### config.mk
export PLATFORM = sky130hd
export DESIGN_NAME = rle_sprite_clip_blitter_top
export DESIGN_NICKNAME = d
export VERILOG_FILES = /design/src/sv/rscb_pkg.sv /design/src/sv/rscb_fifo.sv /design/src/sv/rscb_front.sv /design/src/sv/rscb_back.sv /design/src/sv/rle_sprite_clip_blitter_top.sv
export VERILOG_INCLUDE_DIRS = /design/src /design/src/sv
export SDC_FILE = /design/constraint.sdc
export NUM_CORES = 1
export LEC_CHECK = 0
export ABC_AREA = 1
export CORE_MARGIN = 3
export CORE_UTILIZATION = 50
export DETAILED_ROUTE_END_ITERATION = 8
export DONT_BUFFER_PORTS = 1
export GPL_ROUTABILITY_DRIVEN = 0
export GPL_TIMING_DRIVEN = 0
export PLACE_DENSITY = 0.74
export REMOVE_ABC_BUFFERS = 1
export SLEW_MARGIN = 20
export SYNTH_ARGS = -nofsm -noshare
export SYNTH_HDL_FRONTEND = slang
export SYNTH_HIERARCHICAL = 1
export SYNTH_SLANG_ARGS = --single-unit
### constraint.sdc
create_clock -name clk -period 5.4 [get_ports clk]
set_clock_uncertainty 0.2 [all_clocks]
set_input_delay 0.54 -clock clk [delete_from_list [all_inputs] [get_ports clk]]
set_output_delay 0.54 -clock clk [all_outputs]
set_load 0.1 [all_outputs]
### src/sv/rle_sprite_clip_blitter_top_assert.svh
// Assertion macros for the sprite blitter RTL.
`ifndef RLE_SPRITE_CLIP_BLITTER_TOP_ASSERT_SVH
`define RLE_SPRITE_CLIP_BLITTER_TOP_ASSERT_SVH
`ifndef SYNTHESIS
`define RSCB_ASSERT_IMPL(label, clk, rst, cond, conseq) \
  label: assert property (@(posedge clk) disable iff (rst) (cond) |-> (conseq)) \
    else $error("rscb assertion failed");
`define RSCB_ASSERT_NEXT(label, clk, rst, cond, conseq) \
  label: assert property (@(posedge clk) disable iff (rst) (cond) |=> (conseq)) \
    else $error("rscb assertion failed");
`else
`define RSCB_ASSERT_IMPL(label, clk, rst, cond, conseq)
`define RSCB_ASSERT_NEXT(label, clk, rst, cond, conseq)
`endif
`endif

### src/sv/rscb_pkg.sv
// Types and constants shared by the sprite blitter modules.
package rscb_pkg;

  localparam int CLIP_BITS      = 11;
  localparam int SIZE_BITS      = 10;
  localparam int RUN_BITS       = 7;
  localparam int CFG_INDEX_BITS = 3;

  localparam logic [CFG_INDEX_BITS-1:0] REG_ORIGIN_X      = 3'd0;
  localparam logic [CFG_INDEX_BITS-1:0] REG_ORIGIN_Y      = 3'd1;
  localparam logic [CFG_INDEX_BITS-1:0] REG_SPRITE_WIDTH  = 3'd2;
  localparam logic [CFG_INDEX_BITS-1:0] REG_SPRITE_HEIGHT = 3'd3;
  localparam logic [CFG_INDEX_BITS-1:0] REG_CLIP_LEFT     = 3'd4;
  localparam logic [CFG_INDEX_BITS-1:0] REG_CLIP_TOP      = 3'd5;
  localparam logic [CFG_INDEX_BITS-1:0] REG_CLIP_RIGHT    = 3'd6;
  localparam logic [CFG_INDEX_BITS-1:0] REG_CLIP_BOTTOM   = 3'd7;

  localparam logic [CLIP_BITS-1:0] CLIP_MAX = 11'd2047;

  typedef struct packed {
    logic       first_byte;
    logic [7:0] rle_byte;
  } byte_item_t;

  typedef struct packed {
    logic                 pixel_write;
    logic [CLIP_BITS-1:0] pixel_x;
    logic [CLIP_BITS-1:0] pixel_y;
    logic [7:0]           pixel_color;
    logic                 sprite_done;
  } pixel_item_t;

  // How the byte reads if the decoder expects a tag.
  typedef enum logic [1:0] {
    TAG_SKIP,
    TAG_END,
    TAG_LITERAL
  } tag_kind_t;

  typedef struct packed {
    logic                first;
    tag_kind_t           kind;
    logic [7:0]          data;
  } cmd_t;

endpackage

### src/sv/rscb_fifo.sv
// Small register FIFO used between the blitter stages and at the output.
module rscb_fifo #(
  parameter int WIDTH = 9,
  parameter int DEPTH = 2
) (
  input  logic             clk,
  input  logic             rst,
  input  logic             push,
  input  logic [WIDTH-1:0] wdata,
  output logic             full,
  input  logic             pop,
  output logic [WIDTH-1:0] rdata,
  output logic             empty
);

  `include "rle_sprite_clip_blitter_top_assert.svh"

  localparam int PTR_BITS = (DEPTH > 1) ? $clog2(DEPTH) : 1;
  localparam int CNT_BITS = $clog2(DEPTH + 1);
  localparam logic [PTR_BITS-1:0] PTR_LAST = PTR_BITS'(DEPTH - 1);
  localparam logic [CNT_BITS-1:0] CNT_FULL = CNT_BITS'(DEPTH);

  logic [WIDTH-1:0]    mem [DEPTH];
  logic [PTR_BITS-1:0] wr_ptr;
  logic [PTR_BITS-1:0] rd_ptr;
  logic [CNT_BITS-1:0] count;
  logic                do_push;
  logic                do_pop;

  assign full    = (count == CNT_FULL);
  assign empty   = (count == '0);
  assign do_push = push && !full;
  assign do_pop  = pop && !empty;
  assign rdata   = mem[rd_ptr];

  always_ff @(posedge clk) begin
    if (do_push) begin
      mem[wr_ptr] <= wdata;
    end
  end

  always_ff @(posedge clk) begin
    if (rst) begin
      wr_ptr <= '0;
      rd_ptr <= '0;
      count  <= '0;
    end else begin
      if (do_push) begin
        wr_ptr <= (wr_ptr == PTR_LAST) ? '0 : wr_ptr + 1'b1;
      end
      if (do_pop) begin
        rd_ptr <= (rd_ptr == PTR_LAST) ? '0 : rd_ptr + 1'b1;
      end
      if (do_push && !do_pop) begin
        count <= count + 1'b1;
      end else if (do_pop && !do_push) begin
        count <= count - 1'b1;
      end
    end
  end

  `RSCB_ASSERT_IMPL(a_count_bound, clk, rst, 1'b1, count <= CNT_FULL)
  `RSCB_ASSERT_NEXT(a_push_fills, clk, rst, do_push && !do_pop, !empty)
  `RSCB_ASSERT_NEXT(a_last_pop, clk, rst, do_pop && !do_push && count == 1, empty)

endmodule

### src/sv/rscb_front.sv
// Front end: accepts coded bytes and classifies them for the decoder.
module rscb_front import rscb_pkg::*; (
  input  logic       push,
  input  byte_item_t byte_item,
  output logic       full,
  output logic       q_push,
  output cmd_t       q_cmd,
  input  logic       q_full
);

  assign full   = q_full;
  assign q_push = push && !q_full;

  always_comb begin
    q_cmd.first = byte_item.first_byte;
    q_cmd.data  = byte_item.rle_byte;
    if (byte_item.rle_byte[7]) begin
      q_cmd.kind = TAG_SKIP;
    end else if (byte_item.rle_byte == 8'd0) begin
      q_cmd.kind = TAG_END;
    end else begin
      q_cmd.kind = TAG_LITERAL;
    end
  end

endmodule

### src/sv/rscb_back.sv
// Back end: decode state, configuration registers, clipping and row wrap.
module rscb_back import rscb_pkg::*; #(
  parameter int COORD_BITS = 12,
  localparam int CFG_BITS = (COORD_BITS > CLIP_BITS) ? COORD_BITS : CLIP_BITS
) (
  input  logic                      clk,
  input  logic                      rst,
  input  logic                      cfg_write,
  input  logic [CFG_INDEX_BITS-1:0] cfg_index,
  input  logic [CFG_BITS-1:0]       cfg_data,
  input  logic                      cmd_valid,
  input  cmd_t                      cmd,
  output logic                      cmd_pop,
  input  logic                      res_full,
  output logic                      res_push,
  output pixel_item_t               res
);

  `include "rle_sprite_clip_blitter_top_assert.svh"

  localparam int CW = CFG_BITS + 2;

  logic signed [COORD_BITS-1:0] origin_x;
  logic signed [COORD_BITS-1:0] origin_y;
  logic [SIZE_BITS-1:0]         sprite_width;
  logic [SIZE_BITS-1:0]         sprite_height;
  logic [CLIP_BITS-1:0]         clip_left;
  logic [CLIP_BITS-1:0]         clip_top;
  logic [CLIP_BITS-1:0]         clip_right;
  logic [CLIP_BITS-1:0]         clip_bottom;

  logic                expect_tag, expect_tag_next;
  logic [RUN_BITS-1:0] literal_left, literal_left_next;
  logic signed [CW-1:0] cursor_x, cursor_x_next;
  logic signed [CW-1:0] cursor_y, cursor_y_next;
  logic                finished, finished_next;

  logic signed [CW-1:0] ox, oy, wd, ht, cl, ct, cr, cb, run_len, x_end, y_end;
  logic                 run_end;
  logic                 active;
  logic                 has_res;
  logic                 in_clip;

  assign ox      = CW'(origin_x);
  assign oy      = CW'(origin_y);
  assign wd      = $signed({{(CW-SIZE_BITS){1'b0}}, sprite_width});
  assign ht      = $signed({{(CW-SIZE_BITS){1'b0}}, sprite_height});
  assign cl      = $signed({{(CW-CLIP_BITS){1'b0}}, clip_left});
  assign ct      = $signed({{(CW-CLIP_BITS){1'b0}}, clip_top});
  assign cr      = $signed({{(CW-CLIP_BITS){1'b0}}, clip_right});
  assign cb      = $signed({{(CW-CLIP_BITS){1'b0}}, clip_bottom});
  assign run_len = $signed({{(CW-RUN_BITS){1'b0}}, cmd.data[RUN_BITS-1:0]});
  assign x_end   = ox + wd;
  assign y_end   = oy + ht;
  assign in_clip = (cursor_x >= cl) && (cursor_x <= cr) &&
                   (cursor_y >= ct) && (cursor_y <= cb);

  assign cmd_pop  = cmd_valid && !res_full;
  assign res_push = cmd_pop && has_res;

  always_ff @(posedge clk) begin
    if (rst) begin
      origin_x      <= '0;
      origin_y      <= '0;
      sprite_width  <= '0;
      sprite_height <= '0;
      clip_left     <= '0;
      clip_top      <= '0;
      clip_right    <= CLIP_MAX;
      clip_bottom   <= CLIP_MAX;
    end else if (cfg_write) begin
      unique case (cfg_index)
        REG_ORIGIN_X:      origin_x      <= cfg_data[COORD_BITS-1:0];
        REG_ORIGIN_Y:      origin_y      <= cfg_data[COORD_BITS-1:0];
        REG_SPRITE_WIDTH:  sprite_width  <= cfg_data[SIZE_BITS-1:0];
        REG_SPRITE_HEIGHT: sprite_height <= cfg_data[SIZE_BITS-1:0];
        REG_CLIP_LEFT:     clip_left     <= cfg_data[CLIP_BITS-1:0];
        REG_CLIP_TOP:      clip_top      <= cfg_data[CLIP_BITS-1:0];
        REG_CLIP_RIGHT:    clip_right    <= cfg_data[CLIP_BITS-1:0];
        REG_CLIP_BOTTOM:   clip_bottom   <= cfg_data[CLIP_BITS-1:0];
        default: ;
      endcase
    end
  end

  always_comb begin
    expect_tag_next   = expect_tag;
    literal_left_next = literal_left;
    cursor_x_next     = cursor_x;
    cursor_y_next     = cursor_y;
    finished_next     = finished;
    run_end           = 1'b0;
    has_res           = 1'b0;
    res               = '0;
    if (cmd.first) begin
      expect_tag_next   = 1'b1;
      literal_left_next = '0;
      cursor_x_next     = ox;
      cursor_y_next     = oy;
      finished_next     = (ox > cr) || (oy > cb) || (sprite_height == '0);
      active            = !finished_next;
      has_res           = 1'b1;
    end else begin
      active = !finished;
    end
    if (active) begin
      has_res = 1'b1;
      if (expect_tag_next) begin
        unique case (cmd.kind)
          TAG_SKIP: begin
            cursor_x_next = cursor_x_next + run_len;
            run_end       = 1'b1;
          end
          TAG_END: begin
            run_end = 1'b1;
          end
          TAG_LITERAL: begin
            literal_left_next = cmd.data[RUN_BITS-1:0];
            expect_tag_next   = 1'b0;
          end
          default: ;
        endcase
      end else begin
        if (in_clip) begin
          res.pixel_write = 1'b1;
          res.pixel_x     = cursor_x[CLIP_BITS-1:0];
          res.pixel_y     = cursor_y[CLIP_BITS-1:0];
          res.pixel_color = cmd.data;
        end
        cursor_x_next     = cursor_x + CW'(1);
        literal_left_next = literal_left - 1'b1;
        if (literal_left_next == '0) begin
          expect_tag_next = 1'b1;
          run_end         = 1'b1;
        end
      end
      if (run_end && (cursor_x_next >= x_end)) begin
        cursor_x_next = ox;
        cursor_y_next = cursor_y_next + CW'(1);
        if ((cursor_y_next > cb) || (cursor_y_next >= y_end)) begin
          finished_next = 1'b1;
        end
      end
    end
    res.sprite_done = finished_next;
  end

  always_ff @(posedge clk) begin
    if (rst) begin
      expect_tag   <= 1'b1;
      literal_left <= '0;
      cursor_x     <= '0;
      cursor_y     <= '0;
      finished     <= 1'b1;
    end else if (cmd_pop) begin
      expect_tag   <= expect_tag_next;
      literal_left <= literal_left_next;
      cursor_x     <= cursor_x_next;
      cursor_y     <= cursor_y_next;
      finished     <= finished_next;
    end
  end

  `RSCB_ASSERT_IMPL(a_push_on_pop, clk, rst, res_push, cmd_pop)
  `RSCB_ASSERT_IMPL(a_idle_silent, clk, rst, cmd_pop && finished && !cmd.first, !res_push)
  `RSCB_ASSERT_IMPL(a_literal_count, clk, rst, !expect_tag, literal_left != '0)
  `RSCB_ASSERT_IMPL(a_pixel_left, clk, rst, res_push && res.pixel_write, res.pixel_x >= clip_left)
  `RSCB_ASSERT_IMPL(a_pixel_right, clk, rst, res_push && res.pixel_write, res.pixel_x <= clip_right)

endmodule

### src/sv/rle_sprite_clip_blitter_top.sv
// Top level of the run-length sprite blitter with clip rectangle.
// A byte accepted into the command queue is decoded at the queue head and its result,
// if any, is registered into the result queue, after which empty goes low.
// Throughput: one coded byte per cycle while the result queue has room.
// Reset (synchronous, rst high): queues emptied, decoder idle until a first byte,
// registers at reset values (clip right and bottom 2047, others 0).
module rle_sprite_clip_blitter_top import rscb_pkg::*; #(
  parameter int COORD_BITS = 12,
  localparam int CFG_BITS = (COORD_BITS > CLIP_BITS) ? COORD_BITS : CLIP_BITS
) (
  input  logic                      clk,
  input  logic                      rst,
  input  logic                      push,
  input  byte_item_t                byte_item,
  output logic                      full,
  output logic                      empty,
  input  logic                      pop,
  output pixel_item_t               pixel_item,
  input  logic                      cfg_write,
  input  logic [CFG_INDEX_BITS-1:0] cfg_index,
  input  logic [CFG_BITS-1:0]       cfg_data
);

  logic        q_push;
  logic        q_full;
  logic        q_empty;
  cmd_t        q_cmd;
  cmd_t        head_cmd;
  logic        cmd_pop;
  logic        res_push;
  logic        res_full;
  pixel_item_t res;

  rscb_front u_front (
    .push      (push),
    .byte_item (byte_item),
    .full      (full),
    .q_push    (q_push),
    .q_cmd     (q_cmd),
    .q_full    (q_full)
  );

  rscb_fifo #(
    .WIDTH ($bits(cmd_t)),
    .DEPTH (2)
  ) u_cmd_q (
    .clk   (clk),
    .rst   (rst),
    .push  (q_push),
    .wdata (q_cmd),
    .full  (q_full),
    .pop   (cmd_pop),
    .rdata (head_cmd),
    .empty (q_empty)
  );

  rscb_back #(
    .COORD_BITS (COORD_BITS)
  ) u_back (
    .clk       (clk),
    .rst       (rst),
    .cfg_write (cfg_write),
    .cfg_index (cfg_index),
    .cfg_data  (cfg_data),
    .cmd_valid (!q_empty),
    .cmd       (head_cmd),
    .cmd_pop   (cmd_pop),
    .res_full  (res_full),
    .res_push  (res_push),
    .res       (res)
  );

  rscb_fifo #(
    .WIDTH ($bits(pixel_item_t)),
    .DEPTH (2)
  ) u_res_q (
    .clk   (clk),
    .rst   (rst),
    .push  (res_push),
    .wdata (res),
    .full  (res_full),
    .pop   (pop),
    .rdata (pixel_item),
    .empty (empty)
  );

endmodule

; After elaboration in Yosys (flattened, before gate mapping)
; Memories as Yosys holds them, arrays and structs flattened. A register that Yosys moved wholly into a read port is not among the register bits.
; Index checks and enable logic that the tools add are counted.
[word_totals]
reg_bits = 133
mem_bits_rw = 86
in_bits = 29
output_inout_bits = 34
memories = 2
[classes]
addsub = 14
n_lt_le_gt_ge = 9
eq_ne = 11
mux = 49
reduce_logical = 46
[memory_table]
columns = memory, depth, word_bits, read_ports, rd_clocked_by_memory_dff, write_ports, line
row1 = u_res_q.mem, 2, 32, 1, 1, 1, rscb_fifo.sv:23  ; logic [WIDTH-1:0] mem [DEPTH];
row2 = u_cmd_q.mem, 2, 11, 1, 1, 1, rscb_fifo.sv:23
[op_table]
columns = operator, n
row1 = $mux 14, 9
row2 = $mux 31, 3
row3 = $add 14x2->14 const B, 2
row4 = $ge 14x12->1, 2
row5 = $ge 14x14->1, 2
row6 = $le 14x12->1, 2
row7 = $mux 7, 4
row8 = $mux 1, 27
row9 = $add 12x11->13, 2
row10 = $gt 12x12->1, 2
row11 = $reduce_and 2->1, 8
row12 = $logic_and 1x1->1, 15
row13 = $add 14x8->14, 1
row14 = $gt 14x12->1, 1
row15 = $eq 3x3->1 const B, 4
row16 = $mux 2, 6
row17 = $logic_not 1->1, 10
row18 = $logic_not 10->1, 1
row19 = $logic_not 8->1, 1
row20 = $logic_not 7->1, 1
row21 = $sub 7x1->7 const B, 1
row22 = $eq 2x2->1 const B, 3
row23 = $eq 3x2->1 const B, 2
row24 = $logic_not 2->1, 3
row25 = other kinds (9), 17

; Longest topological paths before layout
; Gate-level depths: netlist (run 1).
[logic_depth]
ltp_word = 12
mapped_depth = 39
depth_no_buf = 33

; Cells and area by module
; Netlist (run 1), hierarchy kept.
[by_module_without_submodules]
columns = mod, n_inst, cells_each, area_per_inst_um2, seq_area_each_um2
row1 = rscb_back, 1, 1754, 11036.8, 2502.4
row2 = rscb_fifo at u_res_q, 1, 137, 2718.9, 2021.9
row3 = rscb_fifo at u_cmd_q, 1, 71, 1044.8, 760.7
row4 = rscb_front, 1, 20, 117.6, 0.0
row5 = rle_sprite_clip_blitter_top, 1, 1, 3.8, 0.0

; Least setup slack after synthesis (run 1)
; No wires, ideal clock.
[synth_timing]
kind = reg2reg
start = register with a tool-made name
end = memory u_res_q/mem[0][0] in the netlist's numbering (data pin)
setup_ns = 0.252
arrival_time_ns = 4.455
required_time_ns = 4.948
slack_ns = 0.493
path_stages_with_launch = 36
path_buffers = 7
path_cell_list = dfxtp_1 buf_4 mux2_2 buf_6 buf_12 buf_4 buf_6 nand2_1 o21ai_0 inv_1 ha_1 inv_1 fa_1 inv_1 nand3_1 nand2_1 nand3_1 nand2_1 nand2_1 o21ai_0 nand3_1 nand2_1 inv_1 ha_1 nand2_1 nor2_1 inv_1 nor2_1 nand2_1 nand3_1 nand3_2 nand2_1 buf_2 nand2_1 and2_1 buf_4
[synth_rtl]
columns = item, line
row1 = "end, declared", rscb_fifo.sv:23

==> results of run 1 <==
-- flip-flops by register name, summed over array words and instances (netlist names), 2 cells and up, named ones only --
signal,cells
u_back/cursor_y,14
u_cmd_q/count,2
u_back/clip_top,11
u_back/clip_bottom,11
u_back/clip_left,11
u_back/origin_x,12
u_back/sprite_height,10
u_res_q/count,2
u_back/clip_right,11
u_back/literal_left,7
u_back/cursor_x,14
u_back/sprite_width,10
u_cmd_q/mem,22
u_res_q/mem,64
u_back/origin_y,12
-- critical path, delay by kind of cell (launching register included) --
family	cells	cell delay (ns)
buffers and inverters	5	0.57
AOI/OAI and AO/OA	1	0.10
adders and majority gates	2	0.70
DFF	1	0.35
muxes	1	0.31
and+or+nand+nor	22	2.58
-- cell families (layout without fill, tap and decap cells) --
family	count (synthesis)	in the layout	share of synthesized area, %
compound gates	352	352	13.01
xor+xnor	30	30	1.811
fa+ha+maj	141	141	11.97
buf+inv	331	332	9.618
flops	221	221	35.42
mux	43	45	4.000
other cells	0	2	0
simple gates	865	868	24.17
-- path summary, 6_finish.rpt --
kind / to / cells after the start
worst max-delay path: u_back/cursor_x[11] / 31
worst min register to register: u_back/clip_left[5] / 2
worst max register to register: u_back/cursor_x[11] / 31
worst min-delay path: u_back/sprite_width[1] / 2
-- through the flow --
stage          hold slack (ns)  setup WS, ns
2_1_floorplan           0.2341       -0.3055
3_3_place_gp            0.2447        -2.522
3_5_place_dp            0.2550        -1.597
4_1_cts              0.0004836       0.09831
5_1_grt                0.01866       0.01780
6_report               0.01412        0.4308
-- metal layers --
metal | vias to the layer above | GRT usage (%)
met1 | 6361 | 36.96
met2 | 678 | 41.56
met4 | 0 | 7.727
li1 | 6543 | -
met3 | 104 | 5.781
met5 | - | 0
-- power by group --
part           internal, mW  total (mW)  switching [mW]
Clock                  1.02        1.72           0.701
Sequential             2.04        2.24           0.198
Combinational          1.31        4.59            3.28
Total                  4.37        8.55            4.18
-- final cells by class --
class / count / area [um2] / share of cell area, %
diodes: 2 / 5.005 / 0.03049
clock buffers: 34 / 714.4 / 4.353
clock inverters: 10 / 115.1 / 0.7013
inverters: 245 / 923.4 / 5.626
multi-input cells: 1436 / 8371 / 51.00
flip-flops and latches: 221 / 5290 / 32.23
well taps: 384 / 480.5 / 2.927
repair buffers: 43 / 514.2 / 3.133
-- placed cells by master (no fill, tap or decap), types with 4 or more instances in the layout --
cell type | synthesis | routed
clkbuf_8 | 0 | 5
and2_1 | 4 | 4
ha_1 | 138 | 138
o21bai_1 | 5 | 5
xnor2_1 | 11 | 11
clkinv_2 | 0 | 4
inv_1 | 231 | 231
nor4_1 | 5 | 5
o21ai_0 | 134 | 130
dlygate4sd3_1 | 0 | 23
nand3_1 | 102 | 101
nand2_2 | 6 | 10
mux2_4 | 30 | 32
buf_4 | 15 | 11
a21oi_1 | 152 | 152
inv_2 | 13 | 12
o21a_1 | 4 | 4
nand3_2 | 3 | 4
nor2_1 | 213 | 205
buf_16 | 0 | 5
nor2_4 | 0 | 4
o21ai_1 | 10 | 13
nor2_2 | 10 | 14
dfxtp_1 | 135 | 133
o211ai_1 | 20 | 20
edfxtp_1 | 86 | 86
or2_2 | 5 | 5
clkbuf_16 | 0 | 25
nand4_1 | 23 | 23
nor3_1 | 42 | 42
o21ai_2 | 12 | 13
xor2_1 | 18 | 18
mux2_2 | 13 | 12
nand2_1 | 446 | 441
-- repair_timing --
item | CTS | global route
buffers inserted | 6 | 6
hold endpoints to repair | 112 | 1
gates cloned | 4 | 1
resized for setup | 7 | 10
pin swaps | 3 | 2
endpoints found under the setup margin | 31 | 31
hold buffers | 23 | 1
==> impl_metrics.tcl, run 1 <==
set metrics [dict create \
    dpl.cell_count 2288 \
    timing.setup.tns_ns 0 \
    io_pins 63 \
    crit_type "register to register" \
    status "completed" \
    avgSynthCellArea_um2 7.525 \
    cp_slowest_cell "dfxtp_4" \
    ys_types 48 \
    cts_tree "yes" \
    ir_drop_mv 0.2533 \
    tightest_slew_ns 1.072 \
    postRouteAntennaNets 0 \
    synthCells 1983 \
    netlist.area_leader.share_pct 18.11 \
    start_util_pct 51.29 \
    p_leak_nw 7.465 \
    grt_pass1_wl_um 67210 \
    r2r_setup_slack_ns 0.43 \
    final_nets 2142 \
    synth_ff_type "dfxtp_1" \
    dieHeight_um 178.8 \
    fin_crit_sh_pct 92.02 \
    synthTopCellsByCount "nand2_1 (446), inv_1 (231), nor2_1 (213)" \
    cts_buffers 25 \
    synth_warnings 6 \
    timing.slew.headroom_pct 28.43 \
    endpoint_kind "register" \
    synth_area_leader_cell "dfxtp_1" \
    die_x_um 178.8 \
    dr_wl_met3_um 4643 \
    drtIter0Drc 1561 \
    vias 13690 \
    num_rows 62 \
    max_freq_mhz 201.2 \
    wl_met2_um 18590 \
    yosysSeqAreaShare_pct 35.42 \
    post-route-util_pct 56.42 \
    gr-total-overflow 0 \
    grtUsageTotal_pct 26.56 \
    synthTopCellsByArea "dfxtp_1 (18%), edfxtp_1 (17%), ha_1 (12%)" \
    port_buffers 0 \
    clkSinkCount 221 \
    power_mw 8.553 \
    critical_path_required_ns 5.61 \
    syn_area_um2 14920 \
    ys_seq_elements 221 \
    area_delta_synth_final_pct 9.995 \
    placed_cell_area_um2 15090 \
    clk_latency_ns 0.54 \
    synth_edf_count 86 \
    routedWlPerCell_um 17.99 \
    totalWireLength_um 42720 \
    post-route-drc-count 0 \
    worstHoldStart "cfg_data[1]" \
    layout_min_cycle_time_ns 4.969 \
    via_per_inst 5.763 \
    htree_levels 1 \
    clk_path_buf_depth 3 \
    fill_cells 2654 \
    drtPass1Iterations 8 \
    pwr_density_cell_nw_per_um2 521.1 \
    die-area_um2 31950 \
    crit_fanout 21 \
    cpMostUsedCell "nor2_1" \
    design.core.area_um2 29090 \
    final_area_um2 16410 \
    grt_max_degree 67 \
    antenna_found_initial 3 \
    drv_cap 0 \
    worstPathArrival_ns 5.18 \
    setup_viol 0 \
    met1_length_um 18210 \
    cp-start-kind "register" \
    dp_hpwl_um 29030 \
    cts_root_buf "clkbuf_16" \
    fin_cells 2375 \
    cpPeakStageDelay_ns 0.35 \
    cts.clk_slew.worst_paths_ns 0.06 \
    timing_hold_violations_final 0 \
    topRoutingLayerUsed "met4" \
    rsz0062_at_grt "no" \
    hold_path_class "input pin to register" \
    grt_pass1_vias 12450 \
    yosysMostFrequentCell "nand2_1" \
    synth-async-reset-ratio_pct 0 \
    report.final.slew_viol_count 0 \
    drive_above_1_share_pct 9.201 \
]
No activity file was read; power rests on OpenSTA's default activity.
==> run 2: changes to the inputs <==
- ABC_CLOCK_PERIOD_IN_PS: default -> 5400
- HOLD_SLACK_MARGIN: default -> 0.12
==> impl_metrics.tcl, run 2 (synthesis gave the netlist of run 1 again) <==
set metrics [dict create \
    regMostFlops "u_res_q/mem" \
    port_buffers 0 \
    largest_register_ffs 64 \
    cts.clk_slew.worst_paths_ns 0.07 \
    drtPass1Iterations 8 \
    totalWireLength_um 42000 \
    report.final.slew_viol_count 0 \
    via_per_inst 5.694 \
    worst_slack_ns 0.4347 \
    hold_path_class "input pin to register" \
    pwr_density_cell_nw_per_um2 520.6 \
    routedWlPerCell_um 17.66 \
    max_freq_mhz 201.4 \
    post-route-drc-count 0 \
    ir_drop_mv 0.2524 \
    vias 13550 \
    antenna_found_initial 5 \
    area_delta_synth_final_pct 10.16 \
    cp_slowest_cell "dfxtp_4" \
    p_leak_nw 7.471 \
    crit_fanout 21 \
    cts_tree "yes" \
    dp_hpwl_um 29030 \
    post-place-ws_ns -1.597 \
    critical_path_required_ns 5.66 \
    die-area_um2 31950 \
    drtIter0Drc 1569 \
    drv_cap 0 \
    dieHeight_um 178.8 \
    cts_buffers 25 \
    cpPeakStageDelay_ns 0.35 \
    cp_top_family "simple AND/OR/NAND/NOR gates" \
    layout_common_cells "nand2_1 (441), inv_1 (231), nor2_1 (205), a21oi_1 (152), ha_1 (138)" \
    htree_levels 1 \
    reg_top3 "u_res_q/mem x64, u_cmd_q/mem x22" \
    tightest_slew_ns 1.073 \
    grt_pass1_vias 12450 \
    grt_max_degree 67 \
    path_buf_inv 4 \
    clk_path_buf_depth 3 \
    setup_viol 0 \
    status "completed" \
    timing.slew.headroom_pct 28.42 \
    cts_root_buf "clkbuf_16" \
    p_comb_share_pct 53.7 \
    clk_latency_ns 0.54 \
    layout_commonest_cell "nand2_1" \
    sw_frac_of_total_pct 48.91 \
    die_x_um 178.8 \
    final_nets 2144 \
    crit_type "register to register" \
    layout_min_cycle_time_ns 4.965 \
    worstPathArrival_ns 5.23 \
    p_int_mw 4.373 \
    p_clk_share_pct 20.2 \
    p_sw_mw 4.186 \
    rsz0062_at_grt "no" \
    endpoint_kind "register" \
    grtUsageTotal_pct 26.18 \
    grt_pass1_wl_um 66560 \
    timing_hold_violations_final 0 \
    design.core.area_um2 29090 \
    start_util_pct 51.29 \
    post-route-util_pct 56.51 \
    fin_crit_sh_pct 91.95 \
    postRouteAntennaNets 0 \
    cp-start-kind "register" \
    io_pins 63 \
    drive_above_1_share_pct 9.191 \
    cpMostUsedCell "nand2_1" \
    sequentialPowerShare_pct 26.1 \
    gr-total-overflow 0 \
    clkSinkCount 221 \
    num_rows 62 \
]
==> run 2: cell types whose count changed in the layout (fill, tap and decap cells not counted) <==
cell           before  now
diode_2             2    4
dlygate4sd3_1      23   25
==> run 2: power groups by stage <==
| stage | logic, mW | clock network (mW) | registers (mW) |
|---|---|---|---|
| after global routing | 4.95 | 1.82 | 2.26 |
| final | 4.60 | 1.72 | 2.24 |
| after detailed placement | 4.01 | 0 | 2.27 |
| after global placement | 3.81 | 0 | 2.28 |
| after floorplan | 3.08 | 0 | 2.22 |
| after CTS | 4.30 | 1.74 | 2.25 |
==> run 2: worst register-to-register path, delay by kind of cell (launching register included) <==
kind	cells	cell delay, ns
DFF	1	0.35
AOI/OAI and AO/OA	2	0.24
adders and majority gates	2	0.70
muxes	1	0.32
buffers and inverters	4	0.48
and+or+nand+nor	20	2.64
==> run 2: final cells by class <==
cell class	count	area, um2
diodes	4	10.01
clock inverters	10	115.1
multi-input cells	1436	8371
well taps	384	480.5
repair buffers	45	534.3
inverters	245	923.4
fillers	2648	12650
clock buffers	34	714.4
flip-flops and latches	221	5290
==> run 2: worst paths after layout <==
path / from / end / slack (ns) / cells after the start
setup / recovery: register / u_back/cursor_x[7] / 0.43 / 29
hold reg to reg: u_back/clip_top[9] / u_back/clip_top[9] / 0.26 / 2
hold / removal: byte_item[5] / u_cmd_q/mem[1][8] / 0.14 / 3
setup reg to reg: register / u_back/cursor_x[7] / 0.43 / 29
==> run 2: timing repair <==
item | in CTS | in global routing
gates cloned | 4 | 1
pin swaps | 3 | 2
hold endpoints to repair | 153 | 0
resized for setup | 7 | 10
endpoints found under the setup margin | 31 | 31
hold buffers | 26 | 0
buffers inserted | 6 | 6
==> run 2: stage by stage <==
stage,instances,TNS (ns),total power [mW],area (um2),hold slack (ns)
6_report,2379,0,8.559,16440,0.1405
4_1_cts,2368,0,8.294,16330,0.1231
5_1_grt,2379,0,9.036,16440,0.1404
3_3_place_gp,2281,-237.32,6.092,14890,0.2447
2_1_floorplan,1897,-7.835,5.294,14410,0.2341
3_5_place_dp,2288,-47.28,6.287,15090,0.2550
==> run 2: metal layers <==
metal  vias up  share of wire, %  GRT usage (%)
li1       6549                 -              -
met1      6246                43          36.45
met2       655                44          41.01
met3        93                10          5.188
met4         2               3.1          8.279
met5         -             0.040              0
